## src/rtl/deq_pkg.sv

```systemverilog
// deq_pkg: shared constants and types for the double-ended queue unit
// no dependencies; used by the channel interfaces, the cell and the top level

package deq_pkg;

    // store geometry
    localparam int DEPTH = 64;
    localparam int IDX_W = $clog2(DEPTH);
    localparam int CNT_W = $clog2(DEPTH + 1);

    // fixed field widths
    localparam int ACT_W  = 3;
    localparam int DATA_W = 32;
    localparam int STAT_W = 2;
    localparam int OCC_W  = 7;

    // action codes
    localparam logic [ACT_W-1:0] ACT_READ_ALL   = 3'd0;
    localparam logic [ACT_W-1:0] ACT_PUSH_FRONT = 3'd1;
    localparam logic [ACT_W-1:0] ACT_PUSH_BACK  = 3'd2;
    localparam logic [ACT_W-1:0] ACT_POP_FRONT  = 3'd3;
    localparam logic [ACT_W-1:0] ACT_POP_BACK   = 3'd4;

    // status codes
    localparam logic [STAT_W-1:0] STAT_OK    = 2'd0;
    localparam logic [STAT_W-1:0] STAT_FULL  = 2'd1;
    localparam logic [STAT_W-1:0] STAT_EMPTY = 2'd2;

    // what one cell does in a cycle
    typedef enum logic [1:0] {
        CELL_HOLD,
        CELL_SHIFT_LEFT,
        CELL_SHIFT_RIGHT,
        CELL_LOAD
    } cell_op_t;

endpackage

```

## src/rtl/deq_in_if.sv

```systemverilog
// deq_in_if: request channel carrying one action and its value
// depends on deq_pkg

interface deq_in_if import deq_pkg::*; ();

    logic                     valid;
    logic                     ready;
    logic [ACT_W-1:0]         action;
    logic signed [DATA_W-1:0] value;

    modport source (output valid, output action, output value, input ready);
    modport sink   (input valid, input action, input value, output ready);

endinterface

```

## src/rtl/deq_out_if.sv

```systemverilog
// deq_out_if: result channel carrying data, status, last and occupancy
// depends on deq_pkg

interface deq_out_if import deq_pkg::*; ();

    logic                     valid;
    logic                     ready;
    logic signed [DATA_W-1:0] data;
    logic [STAT_W-1:0]        status;
    logic                     last;
    logic [OCC_W-1:0]         occupancy;

    modport source (output valid, output data, output status, output last,
                    output occupancy, input ready);
    modport sink   (input valid, input data, input status, input last,
                    input occupancy, output ready);

endinterface

```

## src/rtl/deq_cell.sv

```systemverilog
// deq_cell: one entry of the queue chain, trades data with its neighbors
// depends on deq_pkg

module deq_cell import deq_pkg::*; (
    input  logic                     clk,
    input  cell_op_t                 op,
    input  logic signed [DATA_W-1:0] left_data,
    input  logic signed [DATA_W-1:0] right_data,
    input  logic signed [DATA_W-1:0] load_data,
    output logic signed [DATA_W-1:0] data
);

    logic signed [DATA_W-1:0] data_reg;
    logic signed [DATA_W-1:0] data_next;

    // pick the next entry value
    always_comb
    begin
        case (op)
            CELL_SHIFT_LEFT:  data_next = right_data;
            CELL_SHIFT_RIGHT: data_next = left_data;
            CELL_LOAD:        data_next = load_data;
            default:          data_next = data_reg;
        endcase
    end

    // payload register, no reset needed
    always_ff @(posedge clk)
    begin
        data_reg <= data_next;
    end

    assign data = data_reg;

endmodule

```

## src/rtl/double_ended_queue_unit.sv

```systemverilog
// double_ended_queue_unit: bounded deque of signed 32-bit values on a chain of cells
// depends on deq_pkg, deq_in_if, deq_out_if and deq_cell
//
//  channel   | dir | payload                              | accepted when
//  in_chan   | in  | action[2:0], value[31:0]             | valid && ready
//  out_chan  | out | data[31:0], status, last, occupancy  | valid && ready
//
// push and pop each give one status result
// a readout gives one result per stored entry; the chain
// rotates one place per result and is back in order when the last entry has gone out
// a new request is taken only while no readout runs and the output register is free
// the output register holds a valid result while out_chan.ready is low; the chain holds with it
// reset (rst_n low, asynchronous) empties the queue; no clearing pass is needed

module double_ended_queue_unit import deq_pkg::*; (
    input  logic      clk,
    input  logic      rst_n,
    deq_in_if.sink    in_chan,
    deq_out_if.source out_chan
);

    typedef enum logic {
        ST_IDLE,
        ST_READOUT
    } state_t;

    state_t                   state_reg, state_next;
    logic [CNT_W-1:0]         count_reg, count_next;
    logic [IDX_W-1:0]         step_reg, step_next;
    logic                     out_valid_reg, out_valid_next;
    logic signed [DATA_W-1:0] out_data_reg, out_data_next;
    logic [STAT_W-1:0]        out_status_reg, out_status_next;
    logic                     out_last_reg, out_last_next;
    logic [OCC_W-1:0]         out_occ_reg, out_occ_next;

    logic out_free;
    logic in_fire;
    logic is_full;
    logic is_empty;
    logic do_push_front;
    logic do_push_back;
    logic do_pop_front;
    logic do_rotate;
    logic rotate_last;

    logic signed [DATA_W-1:0] cell_data [DEPTH];
    logic signed [DATA_W-1:0] load_data;
    cell_op_t                 cell_op   [DEPTH];

    // handshake
    assign out_free      = !out_valid_reg || out_chan.ready;
    assign in_chan.ready = (state_reg == ST_IDLE) && out_free;
    assign in_fire       = in_chan.valid && in_chan.ready;

    assign is_full  = (count_reg == CNT_W'(DEPTH));
    assign is_empty = (count_reg == '0);

    assign do_push_front = in_fire && (in_chan.action == ACT_PUSH_FRONT) && !is_full;
    assign do_push_back  = in_fire && (in_chan.action == ACT_PUSH_BACK) && !is_full;
    assign do_pop_front  = in_fire && (in_chan.action == ACT_POP_FRONT) && !is_empty;
    assign do_rotate     = (state_reg == ST_READOUT) && out_free;
    assign rotate_last   = (CNT_W'(step_reg) + CNT_W'(1)) == count_reg;

    // readout wraps the head to the tail; push back loads the new tail
    assign load_data = (state_reg == ST_READOUT) ? cell_data[0] : in_chan.value;

    // chain of cells
    for (genvar i = 0; i < DEPTH; i++)
    begin : g_cell
        logic signed [DATA_W-1:0] left_in;
        logic signed [DATA_W-1:0] right_in;

        if (i == 0)
        begin : g_head
            assign left_in = in_chan.value;
        end
        else
        begin : g_body
            assign left_in = cell_data[i-1];
        end

        if (i == DEPTH - 1)
        begin : g_end
            assign right_in = '0;
        end
        else
        begin : g_inner
            assign right_in = cell_data[i+1];
        end

        // per-cell command
        always_comb
        begin
            cell_op[i] = CELL_HOLD;
            if (do_push_front)
                cell_op[i] = CELL_SHIFT_RIGHT;
            else if (do_push_back && (count_reg == CNT_W'(i)))
                cell_op[i] = CELL_LOAD;
            else if (do_pop_front)
                cell_op[i] = CELL_SHIFT_LEFT;
            else if (do_rotate)
                cell_op[i] = (count_reg == CNT_W'(i + 1)) ? CELL_LOAD : CELL_SHIFT_LEFT;
        end

        deq_cell u_cell (
            .clk        (clk),
            .op         (cell_op[i]),
            .left_data  (left_in),
            .right_data (right_in),
            .load_data  (load_data),
            .data       (cell_data[i])
        );
    end

    // control and result
    always_comb
    begin
        state_next      = state_reg;
        count_next      = count_reg;
        step_next       = step_reg;
        out_valid_next  = out_valid_reg && !out_chan.ready;
        out_data_next   = out_data_reg;
        out_status_next = out_status_reg;
        out_last_next   = out_last_reg;
        out_occ_next    = out_occ_reg;

        case (state_reg)
            ST_IDLE:
            begin
                if (in_fire)
                begin
                    out_data_next   = '0;
                    out_status_next = STAT_OK;
                    out_last_next   = 1'b1;
                    case (in_chan.action)
                        ACT_READ_ALL:
                        begin
                            if (is_empty)
                            begin
                                out_valid_next  = 1'b1;
                                out_status_next = STAT_EMPTY;
                            end
                            else
                            begin
                                state_next = ST_READOUT;
                                step_next  = '0;
                            end
                        end
                        ACT_PUSH_FRONT, ACT_PUSH_BACK:
                        begin
                            out_valid_next = 1'b1;
                            if (is_full)
                                out_status_next = STAT_FULL;
                            else
                                count_next = count_reg + CNT_W'(1);
                        end
                        ACT_POP_FRONT, ACT_POP_BACK:
                        begin
                            out_valid_next = 1'b1;
                            if (is_empty)
                                out_status_next = STAT_EMPTY;
                            else
                                count_next = count_reg - CNT_W'(1);
                        end
                        default:
                        begin
                            out_valid_next = out_valid_reg && !out_chan.ready;
                        end
                    endcase
                    out_occ_next = OCC_W'(count_next);
                end
            end
            ST_READOUT:
            begin
                if (do_rotate)
                begin
                    out_valid_next  = 1'b1;
                    out_data_next   = cell_data[0];
                    out_status_next = STAT_OK;
                    out_last_next   = rotate_last;
                    out_occ_next    = OCC_W'(count_reg);
                    if (rotate_last)
                    begin
                        state_next = ST_IDLE;
                        step_next  = '0;
                    end
                    else
                    begin
                        step_next = step_reg + IDX_W'(1);
                    end
                end
            end
            default:
            begin
                state_next = ST_IDLE;
            end
        endcase
    end

    // state and registered outputs
    always_ff @(posedge clk or negedge rst_n)
    begin
        if (!rst_n)
        begin
            state_reg      <= ST_IDLE;
            count_reg      <= '0;
            step_reg       <= '0;
            out_valid_reg  <= 1'b0;
            out_data_reg   <= '0;
            out_status_reg <= STAT_OK;
            out_last_reg   <= 1'b0;
            out_occ_reg    <= '0;
        end
        else
        begin
            state_reg      <= state_next;
            count_reg      <= count_next;
            step_reg       <= step_next;
            out_valid_reg  <= out_valid_next;
            out_data_reg   <= out_data_next;
            out_status_reg <= out_status_next;
            out_last_reg   <= out_last_next;
            out_occ_reg    <= out_occ_next;
        end
    end

    assign out_chan.valid     = out_valid_reg;
    assign out_chan.data      = out_data_reg;
    assign out_chan.status    = out_status_reg;
    assign out_chan.last      = out_last_reg;
    assign out_chan.occupancy = out_occ_reg;

    // count never exceeds the chain length
    a_count_bound: assert property (@(posedge clk) disable iff (!rst_n)
        count_reg <= CNT_W'(DEPTH))
        else $error("entry count above depth");

    // no request is taken during a readout
    a_no_accept_readout: assert property (@(posedge clk) disable iff (!rst_n)
        (state_reg == ST_READOUT) |-> !in_chan.ready)
        else $error("request accepted during readout");

    // the count holds through a readout
    a_count_stable_readout: assert property (@(posedge clk) disable iff (!rst_n)
        (state_reg == ST_READOUT) |=> (count_reg == $past(count_reg)))
        else $error("entry count changed during readout");

    // the readout step stays inside the stored entries
    a_step_bound: assert property (@(posedge clk) disable iff (!rst_n)
        (state_reg == ST_READOUT) |-> (CNT_W'(step_reg) < count_reg))
        else $error("readout step beyond stored entries");

endmodule
```

## src/flat_wrapper.sv

```systemverilog
// flat-port wrapper written by rule: the top's interface ports become plain ports
module double_ended_queue_unit_flat import deq_pkg::*;
  (clk, rst_n, in_chan_valid, in_chan_action, in_chan_value, in_chan_ready, out_chan_valid, out_chan_data, out_chan_status, out_chan_last, out_chan_occupancy, out_chan_ready);
  deq_in_if in_chan_i ();
  deq_out_if out_chan_i ();
  input  logic clk;
  input  logic rst_n;
  input wire logic [$bits(in_chan_i.valid)-1:0] in_chan_valid;
  input wire logic [$bits(in_chan_i.action)-1:0] in_chan_action;
  input wire logic [$bits(in_chan_i.value)-1:0] in_chan_value;
  output wire logic [$bits(in_chan_i.ready)-1:0] in_chan_ready;
  output wire logic [$bits(out_chan_i.valid)-1:0] out_chan_valid;
  output wire logic [$bits(out_chan_i.data)-1:0] out_chan_data;
  output wire logic [$bits(out_chan_i.status)-1:0] out_chan_status;
  output wire logic [$bits(out_chan_i.last)-1:0] out_chan_last;
  output wire logic [$bits(out_chan_i.occupancy)-1:0] out_chan_occupancy;
  input wire logic [$bits(out_chan_i.ready)-1:0] out_chan_ready;
  assign in_chan_i.valid = in_chan_valid;
  assign in_chan_i.action = in_chan_action;
  assign in_chan_i.value = in_chan_value;
  assign in_chan_ready = in_chan_i.ready;
  assign out_chan_valid = out_chan_i.valid;
  assign out_chan_data = out_chan_i.data;
  assign out_chan_status = out_chan_i.status;
  assign out_chan_last = out_chan_i.last;
  assign out_chan_occupancy = out_chan_i.occupancy;
  assign out_chan_i.ready = out_chan_ready;
  double_ended_queue_unit u_core (.clk(clk), .rst_n(rst_n), .in_chan(in_chan_i), .out_chan(out_chan_i));
endmodule
```

## config.mk

```make
export PLATFORM = sky130hd
export DESIGN_NAME = double_ended_queue_unit_flat
export DESIGN_NICKNAME = d
export VERILOG_FILES = /design/src/rtl/deq_pkg.sv /design/src/rtl/deq_in_if.sv /design/src/rtl/deq_out_if.sv /design/src/rtl/deq_cell.sv /design/src/rtl/double_ended_queue_unit.sv /design/src/flat_wrapper.sv
export SDC_FILE = /design/constraint.sdc
export NUM_CORES = 2
export LEC_CHECK = 0
export BUFFER_PORTS_ARGS = -buffer_cell sky130_fd_sc_hd__buf_2
export CAP_MARGIN = 0
export CORE_UTILIZATION = 45
export CTS_BUF_LIST = sky130_fd_sc_hd__clkbuf_2 sky130_fd_sc_hd__clkbuf_4 sky130_fd_sc_hd__clkbuf_8
export CTS_CLUSTER_DIAMETER = 150
export DETAILED_ROUTE_END_ITERATION = 10
export PLACE_DENSITY = 0.58
export SYNTH_ARGS = -nofsm -noshare
export SYNTH_HDL_FRONTEND = slang
export SYNTH_SLANG_ARGS = --single-unit
```

## constraint.sdc

```tcl
create_clock -name clk -period 5.4 [get_ports clk]
set_input_delay 1.08 -clock clk [delete_from_list [all_inputs] [get_ports clk]]
set_output_delay 1.08 -clock clk [all_outputs]
set_load 0.01 [all_outputs]
```

======== Yosys cells after proc, flatten, opt, wreduce, memory -nomap -nowiden ========
Cells that the tools add are included.
word-level totals
  input port bits ......................... 39
  register bits ........................... 2105
  output and inout port bits .............. 44
  word-level logic and storage cells ...... 914
operators by class
  reductions and logical operators ........ 152
  multiplexer cells ....................... 420
  $add $sub $neg .......................... 4
  equal/unequal tests ..................... 265
  bitwise logic cells ..................... 1
operators with widths
  kind                                                 count
  case mux 32 bit (3 select lines)                     64
  two-way mux 2 bit                                    323
  equality test 2 bit, second input constant           128
  equality test 7 x 6 -> 1 bit, second input constant  32
  nonzero test 3 bit                                   64
  equality test 2 x 1 -> 1 bit, second input constant  64
  equality test 7 x 5 -> 1 bit, second input constant  16
  two-way mux 32 bit                                   3
  logical AND 1 bit                                    74
  case mux 32 bit (2 select lines)                     1
  equality test 7 x 4 -> 1 bit, second input constant  8
  two-way mux 6 bit                                    5
  equality test 7 x 3 -> 1 bit, second input constant  4
  two-way mux 7 bit                                    4
  case mux 7 bit (2 select lines)                      2
  equality test 7 x 2 -> 1 bit, second input constant  2
  case mux 6 bit (2 select lines)                      1
  two-way mux 1 bit                                    11
  case mux 1 bit (2 select lines)                      4
  case mux 2 bit (2 select lines)                      2
  adder 6 x 1 -> 7 bit, second input constant          1
  adder 7 x 1 -> 7 bit, second input constant          1
  equality test 7 x 1 -> 1 bit, second input constant  1
  equality test 7 bit                                  1
  18 further kinds                                     26

======== Depth between registers and ports, before layout ========
  depth after elaboration ................. 11
  gate-level depth with buffers ........... 13
  gate-level depth less buffers ........... 7

======== Hierarchy ========
Synthesis repeated with hierarchy kept, for this count alone.
unflattened totals
  cell total of the unflattened synthesis .. 9565
  area total of the unflattened synthesis .. 111789.7 um2
by module, submodules not included
  module                   cells each  instances  area an instance (um2)
  deq_cell                 140         64         1672.9
  double_ended_queue_unit  605         1          4727.0

======== Worst setup path before layout ========
No wires, ideal clock.
  kind .................................... in2reg
  start point ............................. in in_chan_action[1]
  end point ............................... reg u_core.g_cell[10].u_cell.data_reg[0] (enable)
  buffers on the path ..................... 4
  cell stages on the path ................. 7
  setup time .............................. 466 ps
  data required time ...................... 4934 ps
  setup slack ............................. 130 ps
  arrival time ............................ 4804 ps
  cell sequence ........................... buf_2 or3b_4 buf_2 buf_2 or3_1 clkbuf_1 o21ai_0
between the ends
  cells in the longest elaborated chain, start to end .. 8
  elaborated cells between the ends (all ways) .. 17
  those cells by class .................... eq/ne: 6; mux: 3; reduce/logical: 8
RTL lines
  what                                                                        line                                                          RTL
  from (decl)                                                                 flat_wrapper.sv:9                                             input wire logic [$bits(in_chan_i.action)-1:0] in_chan_action;
  equality test 3 x 2 -> 1 bit, on equally long branches                      double_ended_queue_unit.sv:60, double_ended_queue_unit.sv:59
  logical AND 1 bit, on equally long branches (2 in a row)                    double_ended_queue_unit.sv:60, double_ended_queue_unit.sv:59
  two-way mux 2 bit / logical AND 1 bit (equally long branches)               double_ended_queue_unit.sv:99, double_ended_queue_unit.sv:97
  two-way mux 2 bit                                                           double_ended_queue_unit.sv:97                                 else if (do_push_back && (count_reg == CNT_W'(i)))
  two-way mux 2 bit (*)                                                       double_ended_queue_unit.sv:95                                 if (do_push_front)
  equality test 2 bit / equality test 2 x 1 -> 1 bit (equally long branches)  deq_cell.sv:19                                                case (op)
  nonzero test 3 bit (no line) (*)                                            -
  to (signal assigned)                                                        deq_cell.sv:30                                                data_reg <= data_next;
  to (decl)                                                                   deq_cell.sv:13                                                logic signed [DATA_W-1:0] data_reg;
Every way passes the cells marked *; elsewhere a longest branch is shown, timed or not.
A chain may end at the register's enable or synchronous reset.

======== Worst setup path in the final report ========
  start point ............................. reg u_core.count_reg[0]
  end point ............................... reg u_core.g_cell[52].u_cell.data_reg[18], data pin
between the ends
  cells in the longest elaborated chain, start to end .. 8
  elaborated cells between the ends (all ways) .. 19
  those cells by class .................... eq/ne: 6; mux: 6; reduce/logical: 7
RTL lines
  what                                                                        line                                                          RTL
  from (decl)                                                                 double_ended_queue_unit.sv:28                                 logic [CNT_W-1:0] count_reg, count_next;
  from (signal assigned)                                                      double_ended_queue_unit.sv:217                                count_reg <= count_next;
  equality test 7 x 6 -> 1 bit, or another cell as far along                  double_ended_queue_unit.sv:102                                cell_op[i] = (count_reg == CNT_W'(i + 1)) ? CELL_LOAD : CELL_SHIFT_LEFT;
  two-way mux 2 bit, or another cell as far along                             double_ended_queue_unit.sv:102
  two-way mux 2 bit, or another cell as far along                             double_ended_queue_unit.sv:101                                else if (do_rotate)
  two-way mux 2 bit / logical AND 1 bit (equally long branches)               double_ended_queue_unit.sv:99, double_ended_queue_unit.sv:97
  two-way mux 2 bit                                                           double_ended_queue_unit.sv:97
  two-way mux 2 bit (*)                                                       double_ended_queue_unit.sv:95
  equality test 2 bit / equality test 2 x 1 -> 1 bit (equally long branches)  deq_cell.sv:19
  case mux 32 bit (3 select lines) (*)                                        deq_cell.sv:19
  net u_core.g_cell[52].u_cell.data_next[18]                                  deq_cell.sv:14                                                logic signed [DATA_W-1:0] data_next;
  to (signal assigned)                                                        deq_cell.sv:30
  to (decl)                                                                   deq_cell.sv:13
Mark *: on every way through the listed nets, which the timed path passes. The rest lies on a longest branch.

==> results.sh <==
export IMPL_finalSetupViolCount=0
export IMPL_hold_worst_slack_ps=161
export IMPL_dieWidth_um=472
export IMPL_first_pass_iters=6
export IMPL_max_cap_violations=0
export IMPL_die_h_um=472
export IMPL_via_count=73700
export IMPL_end_kind="flop"
export IMPL_area_growth_pct=9.92
export IMPL_grt_max_degree=228
export IMPL_clkTransAtPathRegs_ps=60
export IMPL_via_per_inst=6.92
export IMPL_n_fill_cell=18700
export IMPL_dp_hpwl_um=217000
export IMPL_layout_commonest_cell="edfxtp_1"
export IMPL_avgSynthCellArea_um2=12.8
export IMPL_wl_per_cell_um=31.7
export IMPL_min_period_ps=4520
export IMPL_netlist_area_um2=99200
export IMPL_p_seq_share_pct=51.7
export IMPL_multiInputGateArea_um2=32800
export IMPL_largest_reg_flops=2048
export IMPL_root_buffer="clkbuf_8"
export IMPL_die_area_um2=222000
export IMPL_first_global_vias=69300
export IMPL_cts_resized=0
export IMPL_skew_ps=78.8
export IMPL_crit_fanout=41
export IMPL_cts_num_sinks=2105
export IMPL_wl_um=338000
export IMPL_ff2ff_path_depth=9
export IMPL_status="completed"
export IMPL_synth_fp_nets=7786
export IMPL_synth_seq_cells=2105
export IMPL_placed_area_um2=102000
export IMPL_period_share_pct=83.6
export IMPL_register_area_um2=62900
export IMPL_first_iter_violations=10100
export IMPL_crit_type="flop to flop"
export IMPL_tightest_slew_ps=1340
export IMPL_p_sw_mw=22.5
export IMPL_portBuffers=82
export IMPL_critical_path_required_ps=6330
export IMPL_p_int_mw=40.6
export IMPL_overflow=0
export IMPL_hold_violations=0
export IMPL_cts_tree="built"
export IMPL_antenna_found_initial=8
export IMPL_rsz0062_at_grt="false"
export IMPL_final_cell_mix="2048 x edfxtp_1, 1963 x nor2_1, 1950 x a221o_1, 381 x clkbuf_8, 240 x buf_4"
export IMPL_timing_rr_end="u_core.g_cell[52].u_cell.data[18]$_DFFE_PP_"
export IMPL_synth_edf_count=2048
export IMPL_hold_class="primary input to asynchronous set/reset pin"
export IMPL_ctsHtreeMaxLevel=5
export IMPL_r2r_slack_ps=880
export IMPL_final_area_um2=109000
export IMPL_ir_worst_vdd_uv=318
export IMPL_core_um2=219000
export IMPL_ant_nets=0
export IMPL_grt_util_all_layers_pct=29.2
export IMPL_crit_arrival_ps=5450
export IMPL_ys_warnings_count=0
export IMPL_synthArstFlopShare_pct=2.71
export IMPL_grt_pass1_wl_um=488000
export IMPL_clockBufferDepth=4
export IMPL_drv_slew=0
export IMPL_drc=0
export IMPL_clkPwrFrac_pct=22.6
export IMPL_start_util_pct=45.2
export IMPL_row_count=172
export IMPL_fin_total_pwr_mw=63.1
export IMPL_p_sw_share_pct=35.7
export IMPL_pin_count=83
export IMPL_power_frac_comb_pct=25.7
export IMPL_leakage_nw=38.6
export IMPL_insertion_delay_ps=1100
export IMPL_syn_inst=7741
export IMPL_nets=7553
export IMPL_setup_tns_ps=0
export IMPL_hold_buffers=0
export IMPL_rr_startpoint="u_core.count_reg[0]$_DFFE_PN0P_"
export IMPL_place_congestion=0.881
export IMPL_drive_gt1_share_pct=13.7
export IMPL_max_clock_freq_mhz=221
export IMPL_yosysSeqAreaShare_pct=63.4
export IMPL_yosys_most_used_dff="edfxtp_1"
export IMPL_cts_setup_buffers=0
export IMPL_power_density_nw_per_um2=578
export IMPL_cts_made_buffers=367
export IMPL_max_slew_margin_rel_pct=10.8
export IMPL_worstSetupStartpointType="flop"
export IMPL_synth_cell_types=67
## worst max-delay path by stage
stage                                          from                                     endpoint  slack, ps
floorplan                         in_chan_action[1]   u_core.g_cell[10].u_cell.data[0]$_DFFE_PP_        130
global placement                  in_chan_action[0]   u_core.g_cell[52].u_cell.data[9]$_DFFE_PP_        800
detailed placement                in_chan_action[0]   u_core.g_cell[52].u_cell.data[4]$_DFFE_PP_        780
CTS                 u_core.count_reg[0]$_DFFE_PN0P_  u_core.g_cell[52].u_cell.data[18]$_DFFE_PP_        970
global route        u_core.count_reg[0]$_DFFE_PN0P_   u_core.g_cell[52].u_cell.data[5]$_DFFE_PP_        750
finish              u_core.count_reg[0]$_DFFE_PN0P_  u_core.g_cell[52].u_cell.data[18]$_DFFE_PP_        880
## logic make-up (layout without fill, tap and decap cells)
logic type / count (synthesis) / in the layout / synth area share, %
flops: 2105 / 2105 / 63.4
compound gates: 2294 / 2294 / 22.0
xor+xnor: 9 / 9 / 0.0933
buf+inv: 968 / 991 / 4.60
mux: 33 / 33 / 0.334
simple gates: 2326 / 2326 / 9.43
fa+ha+maj: 6 / 6 / 0.0757
other cells: 0 / 10 / 0
## cells in the mapped netlist (9+ instances only)
cell / number / area share (%)
a211o_1: 32 / 0.28
dfrtp_1: 57 / 1.4
and2_1: 95 / 0.60
clkbuf_1: 735 / 2.8
o211ai_1: 37 / 0.28
mux2i_1: 32 / 0.32
edfxtp_1: 2048 / 62
or3_1: 9 / 0.057
o21ai_0: 115 / 0.58
nor3_1: 54 / 0.27
o22a_1: 44 / 0.39
buf_6: 110 / 1.2
nand2_1: 88 / 0.33
nor2_1: 1964 / 7.4
nand3b_1: 11 / 0.083
o21ai_1: 21 / 0.11
a22o_1: 32 / 0.28
nor4_1: 17 / 0.11
a21oi_1: 20 / 0.10
buf_2: 85 / 0.43
inv_1: 11 / 0.042
buf_1: 26 / 0.098
a221o_1: 1950 / 20
nand3_1: 52 / 0.26
## critical path: stages (launching register included)
cell     delay, ps
dfrtp_1        510
inv_1          230
ha_1           340
nor3b_2        210
buf_4          190
and2_1         310
or4_4          640
buf_4          450
and2_1        1080
a221o_1        320
## layer usage
| metal | vias up | track usage [%] | part of all wire (%) |
|---|---|---|---|
| met5 | - | 0 | 0 |
| met4 | 0 | 14.7 | 5.3 |
| met3 | 826 | 4.70 | 8.4 |
| met1 | 37500 | 39.5 | 40 |
| li1 | 30900 | - | - |
| met2 | 4449 | 45.7 | 46 |
## through the flow
step / instances / setup WS [ps] / utilization [%]
3_5_place_dp: 10000 / 782 / 46.6
4_1_cts: 10600 / 970 / 49.7
6_report: 10600 / 883 / 49.7
3_3_place_gp: 10000 / 805 / 46.6
5_1_grt: 10600 / 746 / 49.7
2_1_floorplan: 7741 / 130 / -
## power groups by stage
stage | registers (mW) | logic [mW] | clock network, mW
3_5_place_dp | 32.6 | 15.9 | 0
5_1_grt | 32.9 | 17.0 | 15.1
6_report | 32.6 | 16.2 | 14.3
4_1_cts | 32.4 | 16.0 | 14.4
2_1_floorplan | 29.6 | 10.3 | 0
3_3_place_gp | 32.6 | 15.4 | 0
## final cells by class
| type | instances | share of cell area (%) |
|---|---|---|
| Clock buffer | 502 | 5.64 |
| Clock inverter | 123 | 0.572 |
| Multi-Input combinational cell | 4668 | 30.1 |
| Sequential cell | 2105 | 57.7 |
| Timing Repair Buffer | 355 | 2.63 |
| Tap cell | 2871 | 3.29 |
| Inverter | 11 | 0.0379 |
| Antenna cell | 10 | 0.0229 |
(Power assumes the default switching activity.)
